File: src/rtl/core/tspc_pkg.sv
// Shared types, constants and functions for the tile and sprite pixel composer.
package tspc_pkg;

    localparam int unsigned VramAw = 14;
    localparam int unsigned OamAw  = 8;

    // Input action codes.
    localparam logic [1:0] ACT_VRAM   = 2'd0;
    localparam logic [1:0] ACT_OAM    = 2'd1;
    localparam logic [1:0] ACT_RENDER = 2'd2;
    localparam logic [1:0] ACT_UNUSED = 2'd3;

    // Configuration register indexes.
    localparam logic [1:0] CFG_SCROLL = 2'd0;
    localparam logic [1:0] CFG_FINE_X = 2'd1;
    localparam logic [1:0] CFG_CTRL   = 2'd2;

    localparam logic [13:0] PAL_BASE = 14'h3F00;

    // One classified item passed from the front part to the back part.
    typedef struct packed {
        logic [1:0]  action;
        logic [13:0] mem_address;
        logic [7:0]  write_data;
        logic [7:0]  screen_x;
        logic [7:0]  screen_y;
    } t_item;

    // Back-end sequencer states.
    typedef enum logic [3:0] {
        S_IDLE,
        S_NT,
        S_AT,
        S_BLO,
        S_BHI,
        S_Y,
        S_TID,
        S_ATTR,
        S_X,
        S_SLO,
        S_SHI,
        S_PAL,
        S_RGB,
        S_OUT
    } t_state;

    // Fixed system colour table.
    function automatic logic [23:0] colour_lookup(input logic [5:0] idx);
        logic [23:0] c;
        case (idx)
            6'd0: c = 24'h7C7C7C;  6'd1: c = 24'h0000FC;  6'd2: c = 24'h0000BC;
            6'd3: c = 24'h4428BC;  6'd4: c = 24'h940084;  6'd5: c = 24'hA80020;
            6'd6: c = 24'hA81000;  6'd7: c = 24'h881400;  6'd8: c = 24'h503000;
            6'd9: c = 24'h007800;  6'd10: c = 24'h006800; 6'd11: c = 24'h005800;
            6'd12: c = 24'h004058; 6'd16: c = 24'hBCBCBC; 6'd17: c = 24'h0078F8;
            6'd18: c = 24'h0058F8; 6'd19: c = 24'h6844FC; 6'd20: c = 24'hD800CC;
            6'd21: c = 24'hE40058; 6'd22: c = 24'hF83800; 6'd23: c = 24'hE45C10;
            6'd24: c = 24'hAC7C00; 6'd25: c = 24'h00B800; 6'd26: c = 24'h00A800;
            6'd27: c = 24'h00A844; 6'd28: c = 24'h008888; 6'd32: c = 24'hF8F8F8;
            6'd33: c = 24'h3CBCFC; 6'd34: c = 24'h6888FC; 6'd35: c = 24'h9878F8;
            6'd36: c = 24'hF878F8; 6'd37: c = 24'hF85898; 6'd38: c = 24'hF87858;
            6'd39: c = 24'hFCA044; 6'd40: c = 24'hF8B800; 6'd41: c = 24'hB8F818;
            6'd42: c = 24'h58D854; 6'd43: c = 24'h58F898; 6'd44: c = 24'h00E8D8;
            6'd45: c = 24'h787878; 6'd48: c = 24'hFCFCFC; 6'd49: c = 24'hA4E4FC;
            6'd50: c = 24'hB8B8F8; 6'd51: c = 24'hD8B8F8; 6'd52: c = 24'hF8B8F8;
            6'd53: c = 24'hF8A4C0; 6'd54: c = 24'hF0D0B0; 6'd55: c = 24'hFCE0A8;
            6'd56: c = 24'hF8D878; 6'd57: c = 24'hD8F878; 6'd58: c = 24'hB8F8B8;
            6'd59: c = 24'hB8F8D8; 6'd60: c = 24'h00FCFC; 6'd61: c = 24'hF8D8F8;
            default: c = 24'h000000;
        endcase
        return c;
    endfunction

endpackage

File: src/rtl/core/tspc_front.sv
// Front part: input acceptance, action filtering and a two-entry item queue.
module tspc_front (
    input  logic            i_clk,
    input  logic            i_rst_n,
    input  logic            i_valid,
    output logic            o_ready,
    input  tspc_pkg::t_item i_item,
    output logic            o_q_valid,
    input  logic            i_q_pop,
    output tspc_pkg::t_item o_q_item
);
    import tspc_pkg::*;

    t_item      r_mem [2];
    logic       r_wp, r_rp;
    logic [1:0] r_cnt;
    logic       w_push, w_keep;

    // Unused action codes are dropped here and never reach the back part.
    assign o_ready   = (r_cnt != 2'd2);
    assign w_keep    = (i_item.action == ACT_VRAM) || (i_item.action == ACT_OAM)
                    || (i_item.action == ACT_RENDER);
    assign w_push    = i_valid && o_ready && w_keep;
    assign o_q_valid = (r_cnt != 2'd0);
    assign o_q_item  = r_mem[r_rp];

    // Queue storage.
    always_ff @(posedge i_clk) begin
        if (w_push) begin
            r_mem[r_wp] <= i_item;
        end
    end

    // Queue pointers and fill count.
    always_ff @(posedge i_clk) begin
        if (!i_rst_n) begin
            r_wp  <= 1'b0;
            r_rp  <= 1'b0;
            r_cnt <= 2'd0;
        end else begin
            if (w_push) r_wp <= ~r_wp;
            if (i_q_pop) r_rp <= ~r_rp;
            r_cnt <= r_cnt + {1'b0, w_push} - {1'b0, i_q_pop};
        end
    end

    a_no_overflow: assert property (@(posedge i_clk) disable iff (!i_rst_n)
        (r_cnt == 2'd2) |-> !w_push) else $error("queue overflow");
    a_no_underflow: assert property (@(posedge i_clk) disable iff (!i_rst_n)
        i_q_pop |-> (r_cnt != 2'd0)) else $error("queue underflow");
    a_cnt_range: assert property (@(posedge i_clk) disable iff (!i_rst_n)
        r_cnt != 2'd3) else $error("queue count out of range");

endmodule

File: config.mk
export PLATFORM = sky130hd
export DESIGN_NAME = tspc_front
export DESIGN_NICKNAME = d
export VERILOG_FILES = /design/src/rtl/core/tspc_pkg.sv /design/src/rtl/core/tspc_front.sv
export SDC_FILE = /design/constraint.sdc
export NUM_CORES = 1
export LEC_CHECK = 0
export BUFFER_PORTS_ARGS = -buffer_cell sky130_fd_sc_hd__buf_2
export CAP_MARGIN = 5
export CORE_MARGIN = 4
export CORE_UTILIZATION = 55
export CTS_BUF_LIST = sky130_fd_sc_hd__clkbuf_8
export DETAILED_ROUTE_END_ITERATION = 12
export PLACE_DENSITY_LB_ADDON = 0.25
export SLEW_MARGIN = 20
export SYNTH_ARGS = -nofsm -noshare
export SYNTH_HDL_FRONTEND = slang
export SYNTH_SLANG_ARGS = --single-unit
File: constraint.sdc
create_clock -name i_clk -period 7.21 [get_ports i_clk]
set_input_delay 0 -clock i_clk [delete_from_list [all_inputs] [get_ports i_clk]]
set_output_delay 0 -clock i_clk [all_outputs]
set_load 0.02 [all_outputs]
### Yosys cells after proc, flatten, opt, wreduce, memory -nomap -nowiden

Memories as Yosys holds them, arrays and structs flattened. A register that Yosys moved wholly into a read port is not among the register bits.
Index checks and enable logic that the tools add are counted.

| cells by class | value |
|---|---|
| bitwise logic cells | 2 |
| add/subtract/negate cells | 2 |
| equality and inequality tests | 3 |
| muxes and demuxes | 4 |
| reduce and logical (&&, ||, !) cells | 6 |

Operators with widths:

| operator | number |
|---|---|
| $mux W1 | 4 |
| $add A2 B1 Y2 | 1 |
| $eq A2 B1 Y1 const B | 1 |
| $eq A2 B2 Y1 const B | 1 |
| $logic_and A1 B1 Y1 | 2 |
| $logic_not A2 Y1 | 1 |
| $logic_or A1 B1 Y1 | 2 |
| $ne A2 B2 Y1 const B | 1 |
| $not A1 Y1 | 2 |
| $reduce_bool A2 Y1 | 1 |
| $sub A2 B1 Y2 | 1 |

| word-level totals | value |
|---|---|
| register bits | 4 |
| memories kept | 1 |
| output and inout port bits | 42 |
| input port bits | 44 |
| memory bits (writable) | 80 |

Memory list:

| name | words | bits a word | read ports | clocked after memory_dff | write ports | RTL line | text |
|---|---|---|---|---|---|---|---|
| r_mem | 2 | 40 | 1 | 1 | 1 | tspc_front.sv:14 | `t_item r_mem [2];` |

### Longest topological paths before layout

Gate-level depths: netlist of the first run.

| logic depth | value |
|---|---|
| depth after elaboration | 6 |
| mapped depth | 8 |
| mapped depth without buffers | 8 |

### Least setup slack after synthesis of the first run

OpenSTA, ideal clock, no wires.

| path | value |
|---|---|
| path kind | reg2reg |
| start point | reg r_cnt[1] |
| end point | mem r_mem[1][0] (netlist name) (enable) |
| cell stages (with the launch flop) | 5 |
| arrival time | 2.393 ns |
| path slack | 4.380 ns |
| period minus slack after synthesis | 2.830 ns |
| buffers on the path | 0 |
| setup time | 0.437 ns |
| cells stage by stage | dfxtp_1 nor2b_4 inv_1 nand2b_2 nor2_1 |

| on the way | value |
|---|---|
| word-level cells in the longest chain between the ends | 5 |

RTL lines:

| element | RTL line | text |
|---|---|---|
| start: declaration | tspc_front.sv:16 | `logic [1:0] r_cnt;` |
| start signal: assignment | tspc_front.sv:43 | `r_cnt <= r_cnt + {1'b0, w_push} - {1'b0, i_q_pop};` |
| $ne A2 B2 Y1 | tspc_front.sv:20 | `assign o_ready = (r_cnt != 2'd2);` |
| net o_ready | tspc_front.sv:6 | `output logic o_ready,` |
| $logic_and A1 B1 Y1 (2 in a row) | tspc_front.sv:23 | `assign w_push = i_valid && o_ready && w_keep;` |
| $mux W1 | tspc_front.sv:29 | `if (w_push) begin` |
| $mux W1 (not written as such) | tspc_front.sv:30 | `r_mem[r_wp] <= i_item;` |
| end: declaration | tspc_front.sv:14 |  |

The timed path passes the listed nets, and every way through them passes these cells.

### Worst setup path after layout of the first run

| path | value |
|---|---|
| start point | in i_item[38] (netlist name) |
| end point | mem r_mem[0][36] (netlist name) (enable) |

| on the way | value |
|---|---|
| word-level cells in the longest chain between the ends | 6 |

RTL lines:

| element | RTL line | text |
|---|---|---|
| start: declaration | tspc_front.sv:7 | `input tspc_pkg::t_item i_item,` |
| $eq A2 B1 Y1 / $logic_not A2 Y1 (equally long branches) | tspc_front.sv:21 | `assign w_keep = (i_item.action == ACT_VRAM) \|\| (i_item.action == ACT_OAM)` |
| $logic_or A1 B1 Y1 | tspc_front.sv:21 |  |
| $logic_or A1 B1 Y1 * | tspc_front.sv:22 | `\|\| (i_item.action == ACT_RENDER);` |
| $logic_and A1 B1 Y1 * | tspc_front.sv:23 |  |
| $mux W1 * | tspc_front.sv:29 |  |
| $mux W1 (not written as such) * | tspc_front.sv:30 |  |

Every way passes the cells marked *; elsewhere a longest branch is shown, timed or not.

==> results of run 1 <==
## timing repair
item	4_1_cts	5_1_grt
setup endpoints to repair	0	0
hold buffers	42	0
endpoints found under the hold margin	83	0
## logic make-up (layout without fill, tap and decap cells)
group / after synthesis / after routing / synth area share
flip-flops: 85 / 85 / 0.801
AO/OA/AOI/OAI: 4 / 4 / 0.00801
multiplexers: 41 / 41 / 0.148
XOR/XNOR: 3 / 3 / 0.00841
buffers and inverters: 8 / 148 / 0.0112
adder cells (fa/ha/maj): 1 / 1 / 0.00400
AND/OR/NAND/NOR: 10 / 10 / 0.0200
## worst paths after layout
path | from | endpoint | slack, ns
worst min register to register | r_wp | r_wp | 0.52
worst min-delay path | i_valid | r_wp | 0.21
worst max-delay path | i_item[38] | r_mem[0][36] | 5.01
worst max register to register | r_cnt[1] | r_mem[0][36] | 5.08
## sequential cells by signal (all words and copies together), names as in the netlist, named ones only
register and count:
r_mem 80, r_cnt 2, r_rp 1, r_wp 1
## critical path, cell delays in order
cell	delay [ns]
dlygate4sd3_1	0.55
buf_2	0.14
a21bo_1	0.22
or3_1	0.33
inv_1	0.53
buf_4	0.43
## placed cells by master, fill, tap and decap left out, drive strengths merged
cell | Yosys | routed
nor2 | 4 | 4
xnor2 | 3 | 3
inv | 4 | 6
ha | 1 | 1
or2 | 1 | 1
or3 | 1 | 1
dlygate4sd3 | 0 | 42
dfxtp | 5 | 5
clkinv | 0 | 4
buf | 4 | 87
mux2 | 41 | 41
nand2b | 1 | 1
clkbuf | 0 | 9
a21bo | 1 | 1
a21oi | 1 | 1
edfxtp | 80 | 80
and2 | 2 | 2
nor2b | 1 | 1
o21ai | 2 | 2
## layout make-up
class	count	area, um2
clock inverters	6	23.8
multi-input cells	59	596
clock buffers	9	124
inverters	4	15.0
fillers	317	1270
well taps	72	90.1
flip-flops and latches	85	2500
repair buffers	129	881
## per-layer routing
metal,share of wire,vias to the layer above,GRT usage,wire (um)
met5,0,-,0,0
met4,0.027,0,0.0921,148
met3,0.057,15,0.0506,315
met2,0.54,52,0.292,2970
met1,0.38,856,0.194,2090
li1,-,857,-,-
## metrics by stage
step	cell area, um2	power [mW]	util
6_report	4230	1.07	0.769
5_1_grt	4230	1.13	0.769
4_1_cts	4230	1.08	0.769
3_5_place_dp	3660	0.809	0.666
3_3_place_gp	3640	0.803	0.661
2_1_floorplan	3130	0.740	-
## power breakdown
| group | leakage [nW] | total, mW | switching (mW) | internal (mW) |
|---|---|---|---|---|
| registers | 0.781 | 0.611 | 0.0200 | 0.591 |
| logic | 0.748 | 0.202 | 0.110 | 0.0924 |
| clock network | 0.0840 | 0.258 | 0.142 | 0.117 |
==> results.py, run 1 <==
metrics = {
    "synthesis": {
        "ys_async_sr_fraction": 0,
        "ys_warn_count": 0,
        "ys_seq_elements": 85,
        "ys_seq_area_frac": 0.801,
        "synth_top_area_cell": "edfxtp_1",
        "syn_nets": 197,
        "synth_area_per_cell_um2": 20.6,
        "synth_top_area_frac": 0.769,
        "synth_flop_cell": "edfxtp_1",
        "synthTopCellsByArea": "edfxtp_1, mux2_2, dfxtp_1",
        "syn_inst": 152,
        "synth_edf_count": 80,
        "synth_cell_types": 16,
        "syn_area_um2": 3130,
        "yosysMostFrequentCell": "edfxtp_1",
        "yosys-top-cells-count": "edfxtp_1, mux2_2, dfxtp_1",
    },
    "power_and_ir_drop": {
        "power.leakage_nw": 1.61,
        "peakVddDrop_v": 0.000171,
        "power_density_nw_per_um2": 253,
    },
    "placed_design": {
        "dp_slack_ns": 5.05,
        "finalWeightedCongestion": 0.671,
        "io_buffers": 85,
        "dp_cells": 307,
        "place_hpwl_um": 3340,
    },
    "routing": {
        "ant_nets": 0,
        "drc": 0,
        "wire_per_inst_um": 15.2,
        "drt_wl_total_um": 5530,
        "vias": 1780,
        "drt_iter0_drc": 103,
        "viasPerCell": 4.89,
        "drtPass1Iterations": 4,
    },
    "die": {
        "die-area_um2": 6950,
        "core_region_area_um2": 5510,
        "io_pins": 86,
        "die-width_um": 83.4,
        "fp-row-count": 27,
        "start_util": 0.568,
        "die_height_um": 83.4,
    },
    "timing": {
        "maxClockFrequency_mhz": 454,
        "maxSlewHeadroom": 0.369,
        "tightest_slew_ns": 0.946,
        "finClkSkew_ns": 0.00493,
        "setup_viol": 0,
        "rsz0062_at_grt": "no",
        "period_share": 0.305,
        "timing_hold_violations_final": 0,
        "fin_setup_tns_ns": 0,
        "whs_ns": 0.211,
        "finalCriticalPeriod_ns": 2.20,
        "maxSlewViolCount": 0,
        "setup_slack_ns": 5.01,
    },
    "cells_and_area": {
        "area_growth_pct": 35.4,
        "finalNonFillerCells": 364,
        "layout-drive-gt1-share": 0.490,
        "nNetsFinal": 333,
        "diodes": 0,
    },
    "global_route": {
        "grt_pass1_wl_um": 9130,
        "track_usage": 0.171,
        "antenna_found_initial": 0,
        "gr-total-overflow": 0,
        "grt_max_degree": 41,
        "grt_pass1_vias": 1945,
    },
    "clock_tree": {
        "path_clk_slew_ns": 0.07,
        "clock_latency_ns": 0.33,
        "cts_root_buf": "clkbuf_8",
        "cts_buffers": 9,
        "numClockSinks": 85,
        "cts_tree": "built",
        "cts_resized": 0,
        "cts_max_level": 3,
        "clk_path_buf_depth": 2,
        "post_cts_buffers": 0,
    },
    "critical_path": {
        "start_kind": "input port",
        "worstPathMaxFanout": 23,
        "critical_path_class": "input port to register",
        "cp-end-kind": "register",
        "worstPathRequired_ns": 7.22,
        "crit_arrival_ns": 2.21,
        "ff2ff_path_depth": 4,
    },
    "hold_path": {
        "hold_path_class": "input port to register",
        "hold_depth": 4,
    },
    "flow_run": {
        "max-cap-violations": 0,
    },
    "status": {
        "status": "finished, final reports clean",
    },
}
No activity file was read; power rests on OpenSTA's default activity.
==> inputs of run 2 (changes only) <==
Settings changed: CORE_UTILIZATION 55 to 48.
Clock period 7.21 ns to 1.9 ns, I/O delays scaled along.
==> results.py, run 2 (synthesized netlist as in run 1, its figures left out) <==
metrics = {
    "routing": {
        "ant_nets": 0,
        "drc": 0,
        "vias": 1794,
        "viasPerCell": 4.80,
        "drt_wl_total_um": 5630,
        "drt_iter0_drc": 75,
        "wire_per_inst_um": 15.1,
        "drtPass1Iterations": 4,
    },
    "hold_path": {
        "hold_path_class": "input port to register",
    },
    "critical_path": {
        "critical_path_class": "input port to register",
        "crit_chain": "dlygate4sd3_1, buf_2, a21bo_1, nand2b_2, xnor2_1, ha_1, xnor2_1, and2_1, mux2_2",
        "crit_slowest_cell": "dlygate4sd3_1",
        "start_kind": "input port",
        "cpMostUsedCell": "xnor2_1",
        "crit_arrival_ns": 1.97,
        "worstPathMaxFanout": 4,
        "cp-end-kind": "register",
        "critPathMaxStageDelay_ns": 0.53,
        "worstPathRequired_ns": 2.12,
    },
    "cells_and_area": {
        "final_cell_area_um2": 4310,
        "area_growth_pct": 37.9,
        "fill_cells": 425,
        "nNetsFinal": 337,
        "layout_common_cells": "buf_2, edfxtp_1, dlygate4sd3_1, mux2_2, clkbuf_8",
        "multiInputGateArea_um2": 596,
        "largest_reg_flops": 80,
        "final_common_cell": "buf_2",
        "diodes": 0,
        "regMostFlops": "r_mem",
        "layout-drive-gt1-share": 0.515,
        "seq_area_um2": 2500,
        "largestRegisters": "r_mem (80), r_cnt (2)",
    },
    "placed_design": {
        "placed_cell_area_um2": 3700,
        "place_hpwl_um": 3640,
        "finalWeightedCongestion": 0.765,
        "io_buffers": 85,
        "dp_slack_ns": 0.248,
    },
    "timing": {
        "tightest_slew_ns": 0.307,
        "whs_ns": 0.235,
        "period_share": 0.920,
        "finClkSkew_ns": 0.00472,
        "timing_hold_violations_final": 0,
        "maxSlewHeadroom": 0.795,
        "finalCriticalPeriod_ns": 1.75,
        "rsz0062_at_grt": "no",
        "maxClockFrequency_mhz": 572,
        "setup_viol": 0,
        "setup_slack_ns": 0.152,
        "maxSlewViolCount": 0,
        "fin_setup_tns_ns": 0,
    },
    "power_and_ir_drop": {
        "power.total_mw": 4.31,
        "combPwrFrac": 0.191,
        "power_frac_clock": 0.279,
        "power_density_nw_per_um2": 1000,
        "power.leakage_nw": 1.65,
        "peakVddDrop_v": 0.000734,
        "switching_share": 0.249,
        "p_switching_mw": 1.07,
        "seqPwrFrac": 0.530,
        "p_int_mw": 3.24,
    },
    "global_route": {
        "track_usage": 0.150,
        "grt_pass1_wl_um": 8650,
        "antenna_found_initial": 0,
        "grt_max_degree": 24,
        "gr-total-overflow": 0,
        "grt_pass1_vias": 1818,
    },
    "clock_tree": {
        "cts_buffers": 9,
        "post_cts_buffers": 0,
        "path_clk_slew_ns": 0.07,
        "clk_path_buf_depth": 2,
        "cts_tree": "built",
        "numClockSinks": 85,
        "cts_hold_buf": 42,
        "clock_latency_ns": 0.33,
        "cts_root_buf": "clkbuf_8",
        "cts_max_level": 3,
        "cts_resized": 0,
    },
    "die": {
        "io_pins": 86,
        "die-width_um": 88.7,
        "core_region_area_um2": 6350,
        "fp-row-count": 29,
        "die-area_um2": 7870,
        "die_height_um": 88.7,
        "start_util": 0.492,
    },
    "status": {
        "status": "finished, final reports clean",
    },
    "flow_run": {
        "max-cap-violations": 0,
    },
}
[run 2: per-stage QoR]
step | instances | utilization
after floorplan | 152 | -
after global placement | 316 | 0.582
after detailed placement | 316 | 0.582
after CTS | 374 | 0.679
after global routing | 374 | 0.679
final | 374 | 0.679
[run 2: final cells by class]
class                           count  share of cell area
Tap cell                           77              0.0224
Clock buffer                       10              0.0319
Timing Repair Buffer              133               0.210
Inverter                            4             0.00436
Clock inverter                      6              0.0125
Sequential cell                    85               0.581
Multi-Input combinational cell     59               0.138
[run 2: power groups by stage]
| stage | combinational, mW | clock (mW) | sequential, mW |
|---|---|---|---|
| after floorplan | 0.493 | 0 | 2.32 |
| after global placement | 0.758 | 0 | 2.32 |
| after detailed placement | 0.765 | 0 | 2.33 |
| after CTS | 0.835 | 1.23 | 2.29 |
| after global routing | 0.889 | 1.31 | 2.30 |
| final | 0.822 | 1.20 | 2.29 |
[run 2: worst paths after layout]
kind,startpoint,to,slack (ns),cells past startpoint
worst max-delay path,i_item[38],r_cnt[1],0.15,9
worst min-delay path,i_valid,r_wp,0.23,4
worst max register to register,r_cnt[1],r_cnt[1],0.25,8
worst min register to register,r_wp,r_wp,0.52,2
[run 2: per-layer routing]
| metal | share of wire | track usage |
|---|---|---|
| met3 | 0.048 | 0.0345 |
| met1 | 0.41 | 0.177 |
| met5 | 0 | 0 |
| met4 | 0.015 | 0.0618 |
| met2 | 0.52 | 0.262 |
[run 2: critical path: cells and delay by family]
family | cells | cell delay [ns]
mux | 1 | 0.25
compound gates | 1 | 0.22
fa+ha+maj | 1 | 0.19
simple gates | 2 | 0.38
buf+inv | 2 | 0.67
xor+xnor | 2 | 0.27
==> inputs of run 3 (changes only) <==
Settings changed: CORE_UTILIZATION 48 to 55.
Clock period 1.9 ns to 2.12 ns, I/O delays scaled along.
==> results.py, run 3 (synthesized netlist as in run 1, its figures left out) <==
metrics = {
    "die": {
        "start_util": 0.568,
        "core_region_area_um2": 5510,
        "fp-row-count": 27,
        "io_pins": 86,
        "die_height_um": 83.4,
        "die-area_um2": 6950,
        "die-width_um": 83.4,
    },
    "cells_and_area": {
        "regMostFlops": "r_mem",
        "final_cell_area_um2": 4330,
        "largest_reg_flops": 80,
        "layout_common_cells": "buf_2, edfxtp_1, dlygate4sd3_1, mux2_2, clkbuf_8",
        "largestRegisters": "r_mem (80), r_cnt (2)",
        "finalNonFillerCells": 367,
        "area_growth_pct": 38.6,
        "multiInputGateArea_um2": 596,
        "nNetsFinal": 335,
        "seq_area_um2": 2500,
        "fill_cells": 331,
        "final_common_cell": "buf_2",
        "layout-drive-gt1-share": 0.505,
        "diodes": 0,
    },
    "clock_tree": {
        "post_cts_buffers": 0,
        "path_clk_slew_ns": 0.08,
        "clock_latency_ns": 0.34,
        "numClockSinks": 85,
        "cts_root_buf": "clkbuf_8",
        "cts_buffers": 9,
        "clk_path_buf_depth": 2,
        "cts_max_level": 3,
        "cts_tree": "built",
    },
    "routing": {
        "viasPerCell": 4.92,
        "ant_nets": 0,
        "drc": 0,
        "drtPass1Iterations": 4,
        "wire_per_inst_um": 14.9,
        "drt_wl_total_um": 5480,
        "vias": 1804,
        "drt_iter0_drc": 61,
    },
    "timing": {
        "maxSlewViolCount": 0,
        "maxSlewHeadroom": 0.690,
        "setup_viol": 0,
        "tightest_slew_ns": 0.465,
        "fin_setup_tns_ns": 0,
        "timing_hold_violations_final": 0,
        "maxClockFrequency_mhz": 581,
        "finClkSkew_ns": 0.00856,
        "finalCriticalPeriod_ns": 1.72,
        "period_share": 0.812,
        "rsz0062_at_grt": "no",
    },
    "flow_run": {
        "max-cap-violations": 0,
    },
    "critical_path": {
        "critical_path_class": "register to output port",
        "worstPathMaxFanout": 22,
        "start_kind": "register",
        "crit_arrival_ns": 1.72,
        "worstPathRequired_ns": 2.12,
        "cp-end-kind": "output port",
        "ff2ff_path_depth": 8,
    },
    "placed_design": {
        "io_buffers": 85,
        "dp_cells": 309,
        "placed_cell_area_um2": 3680,
        "finalWeightedCongestion": 0.736,
        "place_hpwl_um": 3500,
    },
    "power_and_ir_drop": {
        "peakVddDrop_v": 0.000793,
        "power_density_nw_per_um2": 924,
        "power.leakage_nw": 1.65,
    },
    "global_route": {
        "gr-total-overflow": 0,
        "grt_pass1_vias": 1952,
        "antenna_found_initial": 0,
        "grt_max_degree": 32,
        "grt_pass1_wl_um": 9130,
        "track_usage": 0.169,
    },
    "hold_path": {
        "hold_depth": 4,
        "hold_path_class": "input port to register",
    },
    "status": {
        "status": "finished, final reports clean",
    },
}
## run 3: cell types whose count changed in the layout (fill, tap and decap cells not counted), sizes merged
| cell | before | now |
|---|---|---|
| clkinv | 4 | 1 |
| bufinv | 1 | 2 |
| clkbuf | 10 | 11 |
| inv | 4 | 5 |
| buf | 91 | 89 |
## run 3: report_power, final
part           switching [mW]  internal [mW]  leakage, nW
clock                   0.510          0.720        0.118
sequential             0.0561           2.01        0.781
combinational           0.385          0.323        0.753
total                   0.951           3.05         1.65
## run 3: final cells by class
class,count,area share
sequential,85,0.578
clock inverter,5,0.0173
inverter,4,0.00347
clock buffer,11,0.0350
tap,72,0.0208
timing repair buffer,131,0.208
multi-input combinational,59,0.137
## run 3: worst paths after layout
path | startpoint | end | slack [ns]
max | register | o_q_item[26] | 0.40
min | i_valid | r_wp | 0.20
max reg2reg | r_cnt[1] | r_cnt[1] | 0.48
min reg2reg | r_wp | r_wp | 0.52
## run 3: per-layer routing
layer	part of all wire	global-route usage	vias to the layer above	wire (um)
li1	-	-	863	-
met1	0.39	0.190	882	2160
met2	0.54	0.304	52	2940
met3	0.054	0.0496	7	294
met4	0.015	0.0624	0	84
met5	0	0	-	0
## run 3: timing repair
| action | CTS | global route |
|---|---|---|
| hold buffers | 42 | 0 |
| hold endpoints to repair | 84 | 0 |
| resized for setup | 0 | 0 |
## run 3: metrics by stage
stage,setup WS (ns),total power [mW],utilization,hold slack [ns]
floorplan,0.133,2.52,-,0.0989
global placement,0.558,2.74,0.669,0.188
detailed placement,0.491,2.76,0.669,0.191
CTS,0.354,4.04,0.787,0.184
global route,0.296,4.19,0.787,0.224
finish,0.399,4.00,0.787,0.200
## run 3: worst max-delay path, cell delays in order (launching register included)
cell and delay [ns]:
dfxtp_2 0.63, buf_12 0.24, mux2_2 0.36, buf_2 0.16
